**src/hw/rtl/sdcb_pkg.sv**
```systemverilog
`timescale 1ns / 1ps
// ----------------------------------------------------------------------------
// sdcb_pkg
// Types, command encodings and status codes of the SD card bring-up sequencer.
// ----------------------------------------------------------------------------
package sdcb_pkg;

    localparam int SECTOR_BYTES = 512;
    localparam int SECTOR_SHIFT = $clog2(SECTOR_BYTES);

    typedef enum logic [4:0] {
        PH_IDLE, PH_C0, PH_C8, PH_C55, PH_A41, PH_C2, PH_C3, PH_C9, PH_C7,
        PH_C16, PH_RCMD, PH_RRDY, PH_RDONE, PH_WCMD, PH_WRDY, PH_WDONE,
        PH_C13
    } t_phase;

    localparam logic [2:0] OP_PROBE    = 3'd0;
    localparam logic [2:0] OP_READ     = 3'd1;
    localparam logic [2:0] OP_WRITE    = 3'd2;
    localparam logic [2:0] OP_BARRIER  = 3'd3;
    localparam logic [2:0] OP_EVENT    = 3'd4;
    localparam logic [2:0] OP_DEADLINE = 3'd5;

    localparam logic [1:0] KIND_CMD    = 2'd0;
    localparam logic [1:0] KIND_RESET  = 2'd1;
    localparam logic [1:0] KIND_DATA   = 2'd2;
    localparam logic [1:0] KIND_FINISH = 2'd3;

    localparam logic [3:0] ST_OK      = 4'd0;
    localparam logic [3:0] ST_TIMEOUT = 4'd1;
    localparam logic [3:0] ST_REMOVED = 4'd2;
    localparam logic [3:0] ST_ABSENT  = 4'd3;
    localparam logic [3:0] ST_UNSUP   = 4'd4;
    localparam logic [3:0] ST_CMD_CRC = 4'd5;
    localparam logic [3:0] ST_DAT_CRC = 4'd6;
    localparam logic [3:0] ST_FAILURE = 4'd7;
    localparam logic [3:0] ST_RANGE   = 4'd8;
    localparam logic [3:0] ST_NO_INIT = 4'd9;
    localparam logic [3:0] ST_RD_ONLY = 4'd10;
    localparam logic [3:0] ST_WR_UNK  = 4'd11;

    localparam logic [31:0] ALL_ONES  = 32'hffff_ffff;
    localparam logic [31:0] ERR_BITS  = 32'hffff_8000;
    localparam logic [31:0] ERR_TOUT  = 32'h0011_0000;
    localparam logic [31:0] ERR_CCRC  = 32'h0002_0000;
    localparam logic [31:0] ERR_DCRC  = 32'h0020_0000;
    localparam logic [31:0] I_CMD     = 32'h0000_0001;
    localparam logic [31:0] I_DATA    = 32'h0000_0002;
    localparam logic [31:0] I_WRDY    = 32'h0000_0010;
    localparam logic [31:0] I_RRDY    = 32'h0000_0020;

    localparam logic [31:0] RSP136 = 32'h0001_0000;
    localparam logic [31:0] RSP48  = 32'h0002_0000;
    localparam logic [31:0] RSP48B = 32'h0003_0000;
    localparam logic [31:0] CRCK   = 32'h0008_0000;
    localparam logic [31:0] IDXK   = 32'h0010_0000;
    localparam logic [31:0] DPRES  = 32'h0020_0000;
    localparam logic [31:0] DREAD  = 32'h0000_0010;

    localparam logic [31:0] CMD0  = 32'h0000_0000;
    localparam logic [31:0] CMD2  = (32'd2 << 24) | RSP136 | CRCK;
    localparam logic [31:0] CMD3  = (32'd3 << 24) | RSP48 | CRCK | IDXK;
    localparam logic [31:0] CMD7  = (32'd7 << 24) | RSP48B | CRCK | IDXK;
    localparam logic [31:0] CMD8  = (32'd8 << 24) | RSP48 | CRCK | IDXK;
    localparam logic [31:0] CMD9  = (32'd9 << 24) | RSP136 | CRCK;
    localparam logic [31:0] CMD13 = (32'd13 << 24) | RSP48 | CRCK | IDXK;
    localparam logic [31:0] CMD16 = (32'd16 << 24) | RSP48 | CRCK | IDXK;
    localparam logic [31:0] CMD17 = (32'd17 << 24) | RSP48 | CRCK | IDXK | DPRES | DREAD;
    localparam logic [31:0] CMD24 = (32'd24 << 24) | RSP48 | CRCK | IDXK | DPRES;
    localparam logic [31:0] ACMD41 = (32'd41 << 24) | RSP48;
    localparam logic [31:0] CMD55 = (32'd55 << 24) | RSP48 | CRCK | IDXK;

    localparam logic [31:0] CHECK_ARG  = 32'h0000_01aa;
    localparam logic [11:0] CHECK_PAT  = 12'h1aa;
    localparam logic [31:0] OCR_ARG    = 32'h40ff_8000;

    typedef struct packed {
        logic [2:0]  opcode;
        logic [32:0] lba;
        logic        clocks_ok;
        logic        card_present;
        logic        write_enabled;
        logic [31:0] irq_flags;
        logic [31:0] resp_word0;
        logic [31:0] resp_word1;
        logic [31:0] resp_word2;
        logic [31:0] resp_word3;
    } t_req;

    typedef struct packed {
        logic [1:0]  kind;
        logic [31:0] cmd_word;
        logic [31:0] cmd_arg;
        logic [31:0] ack_mask;
        logic [3:0]  status;
        logic [32:0] capacity;
        logic        wr_protect;
        logic        submitted;
        logic        last;
    } t_rsp;

    typedef struct packed {
        t_phase      phase;
        logic        card_ready;
        logic        high_capacity;
        logic [15:0] card_address;
        logic [32:0] sector_count;
        logic [31:0] last_irq;
        logic [31:0] pending_arg;
    } t_state;

    function automatic t_rsp f_cmd(logic [31:0] cw, logic [31:0] arg);
        t_rsp r;
        r = '0;
        r.kind     = KIND_CMD;
        r.cmd_word = cw;
        r.cmd_arg  = arg;
        r.ack_mask = ALL_ONES;
        r.last     = 1'b1;
        return r;
    endfunction

    function automatic t_rsp f_fin(logic [3:0] st, logic [31:0] ack, logic sub);
        t_rsp r;
        r = '0;
        r.kind      = KIND_FINISH;
        r.status    = st;
        r.ack_mask  = ack;
        r.submitted = sub;
        r.last      = 1'b1;
        return r;
    endfunction

endpackage

```
**src/hw/rtl/sdcb_intf.sv**
```systemverilog
`timescale 1ns / 1ps
// ----------------------------------------------------------------------------
// sdcb request and result channels
// Valid/ready channels that carry one request or one result item.
// ----------------------------------------------------------------------------
interface sdcb_req_if;
    logic           valid;
    logic           ready;
    sdcb_pkg::t_req payload;
    modport source (output valid, output payload, input ready);
    modport sink   (input valid, input payload, output ready);
endinterface

interface sdcb_rsp_if;
    logic           valid;
    logic           ready;
    sdcb_pkg::t_rsp payload;
    modport source (output valid, output payload, input ready);
    modport sink   (input valid, input payload, output ready);
endinterface

```
**src/hw/rtl/sdcb_step.sv**
```systemverilog
`timescale 1ns / 1ps
// ----------------------------------------------------------------------------
// sdcb_step
// Next-state and result logic for one request or host event.
// ----------------------------------------------------------------------------
module sdcb_step (
    input  sdcb_pkg::t_req   i_req,
    input  sdcb_pkg::t_state i_state,
    output sdcb_pkg::t_state o_state,
    output sdcb_pkg::t_rsp   o_rsp0,
    output sdcb_pkg::t_rsp   o_rsp1,
    output logic [1:0]       o_count
);

    logic [127:0] csd;
    logic [1:0]   csd_struct;
    logic [21:0]  c_size_v2;
    logic [11:0]  c_size_v1;
    logic [3:0]   read_bl;
    logic [2:0]   c_mult;
    logic [4:0]   v1_shift;
    logic [36:0]  v1_bytes;
    logic [32:0]  cap_v1;
    logic [32:0]  cap_v2;
    logic [31:0]  wanted;
    logic [31:0]  err_ack;
    logic [3:0]   err_st;
    logic         out_range;
    logic [31:0]  map_arg;
    logic [15:0]  rca;
    logic [32:0]  cap_new;

    // CSD image bit b sits at bit b-8 of the concatenated response words.
    assign csd        = {i_req.resp_word3, i_req.resp_word2, i_req.resp_word1,
                         i_req.resp_word0};
    assign csd_struct = csd[119:118];
    assign c_size_v2  = csd[61:40];
    assign c_size_v1  = csd[65:54];
    assign read_bl    = csd[75:72];
    assign c_mult     = csd[41:39];
    assign v1_shift   = 5'(c_mult) + 5'(read_bl) + 5'd2;
    assign v1_bytes   = 37'({1'b0, c_size_v1} + 13'd1) << v1_shift;
    assign cap_v1     = 33'(v1_bytes[36:sdcb_pkg::SECTOR_SHIFT]);
    assign cap_v2     = {23'({1'b0, c_size_v2} + 23'd1), 10'd0};

    assign out_range = (i_req.lba >= i_state.sector_count) ||
                       (i_state.high_capacity ? i_req.lba[32] : |i_req.lba[32:23]);
    assign map_arg   = i_state.high_capacity ? i_req.lba[31:0] :
                       {i_req.lba[22:0], 9'd0};
    assign rca       = i_req.resp_word0[31:16];

    always_comb begin
        case (i_state.phase)
            sdcb_pkg::PH_RRDY:  wanted = sdcb_pkg::I_RRDY;
            sdcb_pkg::PH_WRDY:  wanted = sdcb_pkg::I_WRDY;
            sdcb_pkg::PH_RDONE,
            sdcb_pkg::PH_WDONE: wanted = sdcb_pkg::I_DATA;
            default:            wanted = sdcb_pkg::I_CMD;
        endcase
    end

    always_comb begin
        o_state = i_state;
        o_rsp0  = '0;
        o_rsp1  = '0;
        o_count = 2'd0;
        err_st  = sdcb_pkg::ST_OK;
        err_ack = '0;
        cap_new = '0;
        if (i_state.phase == sdcb_pkg::PH_IDLE) begin
            case (i_req.opcode)
                sdcb_pkg::OP_PROBE: begin
                    o_count = 2'd1;
                    if (i_state.card_ready) begin
                        o_rsp0 = sdcb_pkg::f_fin(sdcb_pkg::ST_OK, '0, 1'b0);
                        o_rsp0.capacity   = i_state.sector_count;
                        o_rsp0.wr_protect = ~i_req.write_enabled;
                    end else if (!i_req.card_present) begin
                        o_rsp0 = sdcb_pkg::f_fin(sdcb_pkg::ST_ABSENT, '0, 1'b0);
                    end else if (!i_req.clocks_ok) begin
                        o_rsp0 = sdcb_pkg::f_fin(sdcb_pkg::ST_UNSUP, '0, 1'b0);
                    end else begin
                        o_rsp0 = '0;
                        o_rsp0.kind     = sdcb_pkg::KIND_RESET;
                        o_rsp0.ack_mask = sdcb_pkg::ALL_ONES;
                        o_rsp1 = sdcb_pkg::f_cmd(sdcb_pkg::CMD0, '0);
                        o_count = 2'd2;
                        o_state.phase = sdcb_pkg::PH_C0;
                        o_state.pending_arg = '0;
                    end
                end
                sdcb_pkg::OP_READ, sdcb_pkg::OP_WRITE: begin
                    o_count = 2'd1;
                    if (!i_state.card_ready) begin
                        o_rsp0 = sdcb_pkg::f_fin(sdcb_pkg::ST_NO_INIT, '0, 1'b0);
                    end else if (i_req.opcode == sdcb_pkg::OP_WRITE &&
                                 !i_req.write_enabled) begin
                        o_rsp0 = sdcb_pkg::f_fin(sdcb_pkg::ST_RD_ONLY, '0, 1'b0);
                    end else if (out_range) begin
                        o_rsp0 = sdcb_pkg::f_fin(sdcb_pkg::ST_RANGE, '0, 1'b0);
                    end else if (i_req.opcode == sdcb_pkg::OP_READ) begin
                        o_rsp0 = sdcb_pkg::f_cmd(sdcb_pkg::CMD17, map_arg);
                        o_state.phase = sdcb_pkg::PH_RCMD;
                        o_state.pending_arg = map_arg;
                    end else begin
                        o_rsp0 = sdcb_pkg::f_cmd(sdcb_pkg::CMD24, map_arg);
                        o_state.phase = sdcb_pkg::PH_WCMD;
                        o_state.pending_arg = map_arg;
                    end
                end
                sdcb_pkg::OP_BARRIER: begin
                    o_count = 2'd1;
                    if (!i_state.card_ready) begin
                        o_rsp0 = sdcb_pkg::f_fin(sdcb_pkg::ST_NO_INIT, '0, 1'b0);
                    end else begin
                        o_rsp0 = sdcb_pkg::f_cmd(sdcb_pkg::CMD13,
                                                 {i_state.card_address, 16'd0});
                        o_state.phase = sdcb_pkg::PH_C13;
                        o_state.pending_arg = {i_state.card_address, 16'd0};
                    end
                end
                default: ;
            endcase
        end else if (i_req.opcode == sdcb_pkg::OP_EVENT ||
                     i_req.opcode == sdcb_pkg::OP_DEADLINE) begin
            if (i_req.opcode == sdcb_pkg::OP_DEADLINE) begin
                err_st = sdcb_pkg::ST_TIMEOUT;
            end else if ((i_req.irq_flags & sdcb_pkg::ERR_BITS) != '0) begin
                o_state.last_irq = i_req.irq_flags;
                err_ack = i_req.irq_flags;
                if ((i_req.irq_flags & sdcb_pkg::ERR_TOUT) != '0) begin
                    err_st = sdcb_pkg::ST_TIMEOUT;
                end else if ((i_req.irq_flags & sdcb_pkg::ERR_CCRC) != '0) begin
                    err_st = sdcb_pkg::ST_CMD_CRC;
                end else if ((i_req.irq_flags & sdcb_pkg::ERR_DCRC) != '0) begin
                    err_st = sdcb_pkg::ST_DAT_CRC;
                end else begin
                    err_st = sdcb_pkg::ST_FAILURE;
                end
            end else if ((i_req.irq_flags & wanted) == '0 && !i_req.card_present) begin
                err_st = sdcb_pkg::ST_REMOVED;
            end

            if (err_st != sdcb_pkg::ST_OK) begin
                o_count = 2'd1;
                o_state.phase = sdcb_pkg::PH_IDLE;
                if (i_state.phase == sdcb_pkg::PH_C8) begin
                    o_rsp0 = sdcb_pkg::f_fin(sdcb_pkg::ST_UNSUP, err_ack, 1'b0);
                end else if (i_state.phase == sdcb_pkg::PH_WRDY ||
                             i_state.phase == sdcb_pkg::PH_WDONE) begin
                    o_rsp0 = sdcb_pkg::f_fin(sdcb_pkg::ST_WR_UNK, err_ack, 1'b1);
                end else begin
                    o_rsp0 = sdcb_pkg::f_fin(err_st, err_ack, 1'b0);
                end
            end else if ((i_req.irq_flags & wanted) != '0) begin
                o_count = 2'd1;
                case (i_state.phase)
                    sdcb_pkg::PH_C0: begin
                        o_rsp0 = sdcb_pkg::f_cmd(sdcb_pkg::CMD8, sdcb_pkg::CHECK_ARG);
                        o_state.phase = sdcb_pkg::PH_C8;
                        o_state.pending_arg = sdcb_pkg::CHECK_ARG;
                    end
                    sdcb_pkg::PH_C8: begin
                        if (i_req.resp_word0[11:0] != sdcb_pkg::CHECK_PAT) begin
                            o_rsp0 = sdcb_pkg::f_fin(sdcb_pkg::ST_UNSUP,
                                                     sdcb_pkg::I_CMD, 1'b0);
                            o_state.phase = sdcb_pkg::PH_IDLE;
                        end else begin
                            o_rsp0 = sdcb_pkg::f_cmd(sdcb_pkg::CMD55, '0);
                            o_state.phase = sdcb_pkg::PH_C55;
                            o_state.pending_arg = '0;
                        end
                    end
                    sdcb_pkg::PH_C55: begin
                        o_rsp0 = sdcb_pkg::f_cmd(sdcb_pkg::ACMD41, sdcb_pkg::OCR_ARG);
                        o_state.phase = sdcb_pkg::PH_A41;
                        o_state.pending_arg = sdcb_pkg::OCR_ARG;
                    end
                    sdcb_pkg::PH_A41: begin
                        o_state.pending_arg = '0;
                        if (!i_req.resp_word0[31]) begin
                            o_rsp0 = sdcb_pkg::f_cmd(sdcb_pkg::CMD55, '0);
                            o_state.phase = sdcb_pkg::PH_C55;
                        end else begin
                            o_state.high_capacity = i_req.resp_word0[30];
                            o_rsp0 = sdcb_pkg::f_cmd(sdcb_pkg::CMD2, '0);
                            o_state.phase = sdcb_pkg::PH_C2;
                        end
                    end
                    sdcb_pkg::PH_C2: begin
                        o_rsp0 = sdcb_pkg::f_cmd(sdcb_pkg::CMD3, '0);
                        o_state.phase = sdcb_pkg::PH_C3;
                        o_state.pending_arg = '0;
                    end
                    sdcb_pkg::PH_C3: begin
                        o_state.card_address = rca;
                        if (rca == '0) begin
                            o_rsp0 = sdcb_pkg::f_fin(sdcb_pkg::ST_UNSUP,
                                                     sdcb_pkg::I_CMD, 1'b0);
                            o_state.phase = sdcb_pkg::PH_IDLE;
                        end else begin
                            o_rsp0 = sdcb_pkg::f_cmd(sdcb_pkg::CMD9, {rca, 16'd0});
                            o_state.phase = sdcb_pkg::PH_C9;
                            o_state.pending_arg = {rca, 16'd0};
                        end
                    end
                    sdcb_pkg::PH_C9: begin
                        cap_new = (csd_struct == 2'd1) ? cap_v2 : cap_v1;
                        if (csd_struct == 2'd0 || csd_struct == 2'd1) begin
                            o_state.sector_count = cap_new;
                        end
                        if (csd_struct[1] || cap_new == '0) begin
                            o_rsp0 = sdcb_pkg::f_fin(sdcb_pkg::ST_UNSUP,
                                                     sdcb_pkg::I_CMD, 1'b0);
                            o_state.phase = sdcb_pkg::PH_IDLE;
                        end else begin
                            o_rsp0 = sdcb_pkg::f_cmd(sdcb_pkg::CMD7,
                                                     {i_state.card_address, 16'd0});
                            o_state.phase = sdcb_pkg::PH_C7;
                            o_state.pending_arg = {i_state.card_address, 16'd0};
                        end
                    end
                    sdcb_pkg::PH_C7, sdcb_pkg::PH_C16: begin
                        if (i_state.phase == sdcb_pkg::PH_C7 && !i_state.high_capacity) begin
                            o_rsp0 = sdcb_pkg::f_cmd(sdcb_pkg::CMD16,
                                                     32'(sdcb_pkg::SECTOR_BYTES));
                            o_state.phase = sdcb_pkg::PH_C16;
                            o_state.pending_arg = 32'(sdcb_pkg::SECTOR_BYTES);
                        end else begin
                            o_rsp0 = sdcb_pkg::f_fin(sdcb_pkg::ST_OK,
                                                     sdcb_pkg::I_CMD, 1'b0);
                            o_rsp0.capacity   = i_state.sector_count;
                            o_rsp0.wr_protect = ~i_req.write_enabled;
                            o_state.card_ready = 1'b1;
                            o_state.phase = sdcb_pkg::PH_IDLE;
                        end
                    end
                    sdcb_pkg::PH_RCMD: begin
                        o_count = 2'd0;
                        o_state.phase = sdcb_pkg::PH_RRDY;
                    end
                    sdcb_pkg::PH_WCMD: begin
                        o_count = 2'd0;
                        o_state.phase = sdcb_pkg::PH_WRDY;
                    end
                    sdcb_pkg::PH_RRDY: begin
                        o_rsp0.kind     = sdcb_pkg::KIND_DATA;
                        o_rsp0.ack_mask = sdcb_pkg::I_CMD | sdcb_pkg::I_RRDY;
                        o_rsp0.last     = 1'b1;
                        o_state.phase = sdcb_pkg::PH_RDONE;
                    end
                    sdcb_pkg::PH_WRDY: begin
                        o_rsp0.kind      = sdcb_pkg::KIND_DATA;
                        o_rsp0.ack_mask  = sdcb_pkg::I_CMD | sdcb_pkg::I_WRDY;
                        o_rsp0.submitted = 1'b1;
                        o_rsp0.last      = 1'b1;
                        o_state.phase = sdcb_pkg::PH_WDONE;
                    end
                    sdcb_pkg::PH_RDONE, sdcb_pkg::PH_WDONE: begin
                        o_rsp0 = sdcb_pkg::f_fin(sdcb_pkg::ST_OK, sdcb_pkg::I_DATA,
                                                 i_state.phase == sdcb_pkg::PH_WDONE);
                        o_state.phase = sdcb_pkg::PH_IDLE;
                    end
                    sdcb_pkg::PH_C13: begin
                        if (i_req.resp_word0[8] && i_req.resp_word0[12:9] == 4'd4) begin
                            o_rsp0 = sdcb_pkg::f_fin(sdcb_pkg::ST_OK,
                                                     sdcb_pkg::I_CMD, 1'b0);
                            o_state.phase = sdcb_pkg::PH_IDLE;
                        end else begin
                            o_rsp0 = sdcb_pkg::f_cmd(sdcb_pkg::CMD13,
                                                     {i_state.card_address, 16'd0});
                            o_state.pending_arg = {i_state.card_address, 16'd0};
                        end
                    end
                    default: begin
                        o_count = 2'd0;
                        o_state.phase = sdcb_pkg::PH_IDLE;
                    end
                endcase
            end
        end
    end

endmodule

```
**src/hw/rtl/sd_card_bringup_sequencer.sv**
```systemverilog
`timescale 1ns / 1ps
// Results are registered into the result queue when their request is accepted.
// Throughput: one request or host event per cycle while input ready is high;
// each produces zero, one or two results. A four-entry result queue decouples
// the sides; input ready drops while fewer than two entries are free.
// Reset (synchronous, active low) returns the sequencer to idle with no card known
// and empties the result queue.
// ----------------------------------------------------------------------------
// sd_card_bringup_sequencer
// SD card bring-up, single-sector read/write and transfer-state polling.
// ----------------------------------------------------------------------------
module sd_card_bringup_sequencer (
    input  logic       i_clk,
    input  logic       i_rst_n,
    sdcb_req_if.sink   i_req,
    sdcb_rsp_if.source o_rsp
);

    sdcb_pkg::t_state r_state;
    sdcb_pkg::t_state n_state;
    sdcb_pkg::t_rsp   n_rsp0;
    sdcb_pkg::t_rsp   n_rsp1;
    logic [1:0]       n_count;
    sdcb_pkg::t_rsp   r_fifo [4];
    logic [1:0]       r_wr;
    logic [1:0]       r_rd;
    logic [2:0]       r_cnt;
    logic             req_acc;
    logic             rsp_acc;
    logic [1:0]       push;

    sdcb_step u_step (
        .i_req   (i_req.payload),
        .i_state (r_state),
        .o_state (n_state),
        .o_rsp0  (n_rsp0),
        .o_rsp1  (n_rsp1),
        .o_count (n_count)
    );

    assign i_req.ready   = (r_cnt <= 3'd2);
    assign req_acc       = i_req.valid && i_req.ready;
    assign rsp_acc       = o_rsp.valid && o_rsp.ready;
    assign push          = req_acc ? n_count : 2'd0;
    assign o_rsp.valid   = (r_cnt != 3'd0);
    assign o_rsp.payload = r_fifo[r_rd];

    always_ff @(posedge i_clk) begin
        if (!i_rst_n) begin
            r_state <= '0;
            r_wr    <= '0;
            r_rd    <= '0;
            r_cnt   <= '0;
        end else begin
            if (req_acc) begin
                r_state <= n_state;
            end
            r_wr  <= r_wr + push;
            r_rd  <= r_rd + 2'(rsp_acc);
            r_cnt <= r_cnt + 3'(push) - 3'(rsp_acc);
        end
    end

    always_ff @(posedge i_clk) begin
        if (push != 2'd0) begin
            r_fifo[r_wr] <= n_rsp0;
        end
        if (push == 2'd2) begin
            r_fifo[r_wr + 2'd1] <= n_rsp1;
        end
    end

`ifndef SYNTHESIS
    a_cnt_bound: assert property (@(posedge i_clk) disable iff (!i_rst_n)
        r_cnt <= 3'd4)
        else $error("result queue overflow");

    a_xfer_needs_card: assert property (@(posedge i_clk) disable iff (!i_rst_n)
        (r_state.phase == sdcb_pkg::PH_RCMD || r_state.phase == sdcb_pkg::PH_WCMD ||
         r_state.phase == sdcb_pkg::PH_C13) |-> r_state.card_ready)
        else $error("transfer phase without an initialized card");

    a_rsp_hold: assert property (@(posedge i_clk) disable iff (!i_rst_n)
        o_rsp.valid && !o_rsp.ready |=> o_rsp.valid && $stable(o_rsp.payload))
        else $error("waiting result changed before it was taken");
`endif

endmodule
```
**src/flat_wrapper.sv**
```systemverilog
// flat-port wrapper written by rule: the top's interface ports become plain ports
module sd_card_bringup_sequencer_flat 
  (i_clk, i_rst_n, i_req_valid, i_req_payload, i_req_ready, o_rsp_valid, o_rsp_payload, o_rsp_ready);
  sdcb_req_if i_req_i ();
  sdcb_rsp_if o_rsp_i ();
  input  logic i_clk;
  input  logic i_rst_n;
  input wire logic [$bits(i_req_i.valid)-1:0] i_req_valid;
  input wire logic [$bits(i_req_i.payload)-1:0] i_req_payload;
  output wire logic [$bits(i_req_i.ready)-1:0] i_req_ready;
  output wire logic [$bits(o_rsp_i.valid)-1:0] o_rsp_valid;
  output wire logic [$bits(o_rsp_i.payload)-1:0] o_rsp_payload;
  input wire logic [$bits(o_rsp_i.ready)-1:0] o_rsp_ready;
  assign i_req_i.valid = i_req_valid;
  assign i_req_i.payload = i_req_payload;
  assign i_req_ready = i_req_i.ready;
  assign o_rsp_valid = o_rsp_i.valid;
  assign o_rsp_payload = o_rsp_i.payload;
  assign o_rsp_i.ready = o_rsp_ready;
  sd_card_bringup_sequencer u_core (.i_clk(i_clk), .i_rst_n(i_rst_n), .i_req(i_req_i), .o_rsp(o_rsp_i));
endmodule
```
**config.mk**
```make
export PLATFORM = sky130hd
export DESIGN_NAME = sd_card_bringup_sequencer_flat
export DESIGN_NICKNAME = d
export VERILOG_FILES = /design/src/hw/rtl/sdcb_pkg.sv /design/src/hw/rtl/sdcb_intf.sv /design/src/hw/rtl/sdcb_step.sv /design/src/hw/rtl/sd_card_bringup_sequencer.sv /design/src/flat_wrapper.sv
export SDC_FILE = /design/constraint.sdc
export NUM_CORES = 1
export LEC_CHECK = 0
export BUFFER_PORTS_ARGS = -buffer_cell sky130_fd_sc_hd__buf_2
export CAP_MARGIN = 20
export CORE_MARGIN = 8
export CORE_UTILIZATION = 55
export CTS_BUF_LIST = sky130_fd_sc_hd__clkbuf_8
export CTS_CLUSTER_DIAMETER = 120
export DETAILED_ROUTE_END_ITERATION = 10
export PLACE_DENSITY = 0.79
export SLEW_MARGIN = 20
export SYNTH_ARGS = -nofsm -noshare
export SYNTH_HDL_FRONTEND = slang
export SYNTH_SLANG_ARGS = --single-unit
```
**constraint.sdc**
```tcl
create_clock -name i_clk -period 4.23 [get_ports i_clk]
set_input_delay 0 -clock i_clk [delete_from_list [all_inputs] [get_ports i_clk]]
set_output_delay 0 -clock i_clk [all_outputs]
set_load 0.02 [all_outputs]
```
Yosys cells after proc, flatten, opt, wreduce, memory -nomap -nowiden
Memories as Yosys holds them, arrays and structs flattened. A register that Yosys moved wholly into a read port is not among the register bits.
Index checks and enable logic that the tools add are counted.

word-level totals
  output and inout port bits = 140
  input port bits = 203
  register bits after elaboration = 95
  memories kept = 1
  RAM bits = 552

memory list
  name           depth  bits a word  read ports  clocked after memory_dff  write ports  RTL line                         text
  u_core.r_fifo  4      138          1           1                         2            sd_card_bringup_sequencer.sv:24  sdcb_pkg::t_rsp r_fifo [4];

cells by class
  add/subtract/negate cells = 9
  order comparisons = 2
  shifts and indexed selects = 1
  bitwise operators = 6
  reduce and logical (&&, ||, !) cells = 44
  mux-type cells = 99
  equality and inequality tests = 34

operators by type and width
  operator            count
  $mux 138            16
  $pmux 64 s9         1
  $pmux 138 s3        1
  $mux 32             12
  $mux 72             5
  $pmux 32 s10        1
  $pmux 32 s8         1
  $pmux 38 s6         1
  $mux 134            1
  $mux 132            1
  $mux 120            1
  $mux 33             3
  $reduce_bool 32->1  3
  $mux 40             2
  $pmux 5 s13         1
  $mux 56             1
  $mux 51             1
  $mux 5              10
  $eq 5x4->1 const B  8
  $shl 13x5->37       1
  $ge 33x33->1        1
  $logic_not 33->1    1
  $and 32x6->32       1
  $logic_not 32->1    1
  other kinds (56)    120

Logic depth before layout (Yosys ltp)
  depth after elaboration = 19
  depth in mapped cells = 20
  depth with buffers taken out = 17

Modules after synthesis
From an unflattened synthesis, not the netlist that was laid out.

unflattened totals
  cell total of the unflattened synthesis = 3332
  area total of the unflattened synthesis = 40945.5 µm²

by module, submodules not included
  module                     area each (µm²)  seq. area each (µm²)  cells an instance  instances
  sd_card_bringup_sequencer  31983.2          19118.3               1944               1
  sdcb_step                  8962.3           0.0                   1388               1

Worst setup path before layout
OpenSTA, ideal clock, no wires.

  path type = flip-flop to flip-flop
  start point = register u_core.r_state[116] (netlist bit)
  end point = memory u_core.r_fifo[2][55] (netlist bit) (data pin)
  setup time = 0.139 ns
  stages on the path, launching flop included = 18
  clock period less this slack = 4.443 ns
  data arrival time = 4.304 ns
  required time = 4.091 ns
  setup slack = -0.213 ns
  path buffers = 4
  path through = dfxtp_1 -> clkbuf_1 -> nor2b_1 -> nand3_1 -> nor3b_1 -> a2111o_1 -> nor2_1 -> or2_1 -> buf_2 -> o21ai_0 -> a21oi_1 -> and3_1 -> clkbuf_1 -> a21oi_1 -> inv_1 -> o31ai_4 -> buf_6 -> nor2_1

RTL lines
  element                 RTL line                         text
  start, declared         sd_card_bringup_sequencer.sv:19  sdcb_pkg::t_state r_state;
  start signal, assigned  sd_card_bringup_sequencer.sv:56  r_state <= n_state;
  end, declared           sd_card_bringup_sequencer.sv:24

==> results.md <==
- Layout cells sized above 1: 23.4%
- Root buffer cell: clkbuf_8
- Net Sw Frac: 30.8%
- Period minus WS final: 4.04 ns
- Core footprint: 0.0478 sq mm
- Multi-input gate area: 0.0136 sq mm
- Sequential fraction of the synthesis area: 45.1%
- R2R Path End: u_core.r_fifo[3][58]
- Psw: 0.00402 W
- CTS buffer count: 85
- Final Max Tran Viols: 0
- Synth Area in Adders: 2.35%
- RSZ-0062 raised after global routing: false
- CP Launch Type: input port
- P per Cell Area: 401 mW/mm^2
- Actual slew at the worst max-slew pin: 1.00 ns
- MaxCap Viol Count: 0
- Setup ws final: 0.187 ns
- Drt via density: 6.36
- Area Overhead vs Synth: 22.3%
- Leakage power: 12.2 nW
- CTS tree: done
- Global-route usage over all layers: 33.3%
- Reg2Reg Setup Slack: 0.22 ns
- Reg2Reg Launch Point: u_core.r_state[65]
- Worst path slowest cell: or4_4
- Final hold violations: 0
- Finish-stage setup viols: 0
- Simple-Gate Fraction of Synth Area: 17.8%
- Top fanout value on the critical path: 8
- Initial Util: 55.8%
- Gate power share: 22.5%
- Async set or reset register ratio after synthesis: 0%
- Largest family of logic cells by synthesized area: simple AND/OR/NAND/NOR gates
- Seq pwr share: 42.7%
- Mean Syn Cell Area: 9.28 sq um
- Final ANT Viol Nets: 0
- Clock power frac: 34.8%
- Clock-pin slew on the worst setup and hold paths: 0.06 ns
- Largest stage delay, worst path: 0.58 ns
- CP Data Required Time: 4.79 ns
- Maximum operating frequency: 247 MHz
- Cell variety after synth: 84
- WL final: 96400 um
- Post-DR wirelength/cell: 24.0 um
- Die width: 236 um
- CP endpoint kind: flip-flop
- YS warnings: 0
- Xor and xnor area share after synthesis: 1.08%
- Post-synth EDFFs: 132
- Worst path cell trace: dlygate4sd3_1 -> buf_2 -> buf_4 -> nand3_2 -> o21a_1 -> o21ai_0 -> nand4_1 -> buf_4 -> a221o_1 -> a41oi_1 -> nand4_1 -> or4_4 -> o21ai_4 -> buf_4 -> a21o_1 -> a21oi_1 -> a221o_1
- Die Height: 236 um
- Critical path's most frequent cell: buf_4
- Clk_skew: 0.0407 ns
- Final instance area: 0.0326 sq mm
- Peak supply drop: 0.000298 V
- Global-route wire length before repair: 148000 um
- Pre-CTS setup slack: -0.403 ns
- Reg area: 0.0120 sq mm
- Hold WC Path Type: in2reg
- Initial antenna violation count: 7
- Drt drc: 0
- Internal: 0.00905 W
- Vias in the first global route: 25500
- Post-synth top flop: dfxtp_1
- Clock H-tree levels: 3
- Buf+Inv Stages, Crit Path: 5
- Synth Register Bits: 535
- CP top delay family: compound AO/OA/AOI/OAI gates
- Largest net degree at the start of global routing: 118
- Min-Delay Endpoint: u_core.r_fifo[2][89]
- Max Buffers Root-to-Sink: 3
- Vias: 25500
- Worst hold path cell count: 5
- Number of placed I/O pins: 343
- Die footprint: 0.0558 sq mm
- DR pass1 iterations: 8
- Site Rows: 80
- Reg2Reg Depth: 16
- Crit path kind: in2reg
- Status: completed
- Final HPWL from detailed placement: 67000 um
- Total grt overflow: 0
- Tcrit/Tclk final: 95.6%
- Worst-Skew Late Latency: 0.71 ns
- Dpl cell area: 0.0298 sq mm
- Post-layout nets: 3582
- Placer Congestion: 1.01
- Slew HR: 33.1%
- Synth Cell Area: 0.0267 sq mm
- Mux contribution to synthesized area: 12.0%
- Sink count of the clock tree: 535
- Quantity of I/O buffers inserted on ports: 256
- Compound-cell area share of the yosys netlist: 17.0%
- Fillers: 3585
- Hold_sp: i_req_payload[180]
- Synth Instances: 2876
- Crit path DAT: 4.60 ns
- 1st-iter DRT viols: 3051
[repair_timing]
action / in CTS / in global routing
gates resized for setup: 0 / 11
setup endpoints to repair: 0 / 179
hold buffers: 100 / 0
hold endpoints to repair: 302 / 0
buffers inserted: 0 / 3
[worst max-delay path by stage]
stage	depth (start not counted)	startpoint	end
global route	16	u_core.r_state[65]	u_core.r_fifo[3][44]
detailed placement	22	i_req_payload[41]	u_core.r_fifo[0][92]
finish	17	i_req_payload[89]	u_core.r_fifo[1][103]
floorplan	16	u_core.r_state[118]	u_core.r_fifo[3][55]
CTS	15	u_core.r_state[65]	u_core.r_fifo[0][40]
global placement	20	i_req_payload[72]	u_core.r_fifo[3][92]
[power groups by stage]
stage                     sequential (W)  combinational (W)  clock [W]
after floorplan                  0.00552            0.00180          0
after global placement           0.00568            0.00280          0
after detailed placement         0.00569            0.00281          0
after CTS                        0.00558            0.00290    0.00460
after global routing             0.00560            0.00310    0.00481
final                            0.00558            0.00294    0.00455
[area by class of cell]
cell class / instances / area share, %
repair buffers: 588 / 12.9
inverters: 64 / 0.763
flip-flops and latches: 535 / 36.9
well taps: 615 / 2.36
multi-input cells: 2056 / 41.7
clock inverters: 44 / 0.813
clock buffers: 110 / 4.64
diodes: 3 / 0.0230
[Yosys cell counts (all sizes together) (14+ instances only)]
cell / instances / area share [%]
xor2: 17 / 0.56
a22oi: 18 / 0.51
a31oi: 14 / 0.33
clkbuf: 168 / 2.4
nand3: 200 / 3.8
nor2b: 52 / 1.2
nand4: 25 / 0.61
dfxtp: 403 / 30
a211oi: 26 / 0.73
a221o: 17 / 0.64
o22ai: 15 / 0.35
and2: 14 / 0.33
a21oi: 93 / 1.7
nor3: 50 / 0.94
buf: 72 / 1.5
inv: 62 / 0.87
xnor2: 16 / 0.52
mux4: 119 / 10
nor2: 178 / 2.5
ha: 47 / 2.2
nand2: 398 / 5.6
edfxtp: 132 / 15
mux2i: 43 / 1.6
a21o: 19 / 0.53
a221oi: 18 / 0.59
o21ai: 442 / 8.4
nor4: 20 / 0.47
and3: 27 / 0.63
[through the flow]
step | utilization [%] | power (W) | hold WS [ns] | std cells | setup TNS [ns]
floorplan | - | 0.00732 | 0.126 | 2895 | 0
global placement | 62.3 | 0.00847 | 0.284 | 3755 | -64.45
detailed placement | 62.3 | 0.00850 | 0.281 | 3755 | -62.74
CTS | 68.1 | 0.0131 | 0.00505 | 4009 | 0
global route | 68.2 | 0.0135 | 0.0704 | 4014 | 0
finish | 68.2 | 0.0131 | 0.0491 | 4015 | 0
[layer usage]
| metal | GRT usage (%) | part of all wire [%] | vias to the layer above |
|---|---|---|---|
| met5 | 0 | 0.062 | - |
| met3 | 6.45 | 9.3 | 310 |
| met4 | 16.0 | 5.0 | 10 |
| met2 | 57.1 | 49 | 1563 |
| met1 | 39.8 | 36 | 12300 |
| li1 | - | - | 11400 |
[worst register-to-register path: stages (launching register included)]
cell	delay, ns
dfxtp_1	0.39
inv_1	0.07
ha_1	0.29
nor2b_1	0.14
o21a_1	0.13
o21a_1	0.12
o21ai_0	0.09
a221oi_1	0.33
o21ai_0	0.15
a2111oi_1	0.52
buf_4	0.24
nor2_1	0.11
o21ai_2	0.09
nand3_1	0.37
buf_4	0.36
a21oi_1	0.25
nor2_1	0.09
[registers in the layout (all words and copies together) (netlist names)]
name,cells
u_core.r_state,56
u_core.r_cnt,3
u_core.r_fifo,472
u_core.r_rd,2
u_core.r_wr,2
[cells by family (layout without fill, tap and decap cells)]
group | count (synthesis) | after routing
xor gates and xnor gates | 33 | 33
DFF | 535 | 535
adders and majority gates | 49 | 49
AOI/OAI and AO/OA | 756 | 756
buffers and inverters | 304 | 806
muxes | 170 | 170
and+or+nand+nor | 1028 | 1028
other | 1 | 23
[layout by cell type, fill, tap and decap left out, drive strengths merged, types with 15 or more instances in the layout]
| cell | netlist | layout |
|---|---|---|
| edfxtp | 132 | 132 |
| dfxtp | 403 | 403 |
| nand4 | 25 | 25 |
| xnor2 | 16 | 16 |
| conb | 1 | 20 |
| clkinv | 2 | 15 |
| and3 | 27 | 27 |
| a211oi | 26 | 26 |
| nand2 | 398 | 398 |
| xor2 | 17 | 17 |
| nor2b | 52 | 52 |
| nor2 | 178 | 178 |
| dlygate4sd3 | 0 | 100 |
| inv | 62 | 89 |
| o21ai | 442 | 442 |
| a21oi | 93 | 93 |
| nor4 | 20 | 20 |
| ha | 47 | 47 |
| clkbuf | 168 | 110 |
| buf | 72 | 488 |
| a221oi | 18 | 18 |
| nor3 | 50 | 50 |
| o22ai | 15 | 15 |
| a22oi | 18 | 18 |
| nand3 | 200 | 200 |
| a21o | 19 | 19 |
| a221o | 17 | 17 |
| mux4 | 119 | 119 |
| mux2i | 43 | 43 |
Note: power is estimated with default switching activity, not from simulation.
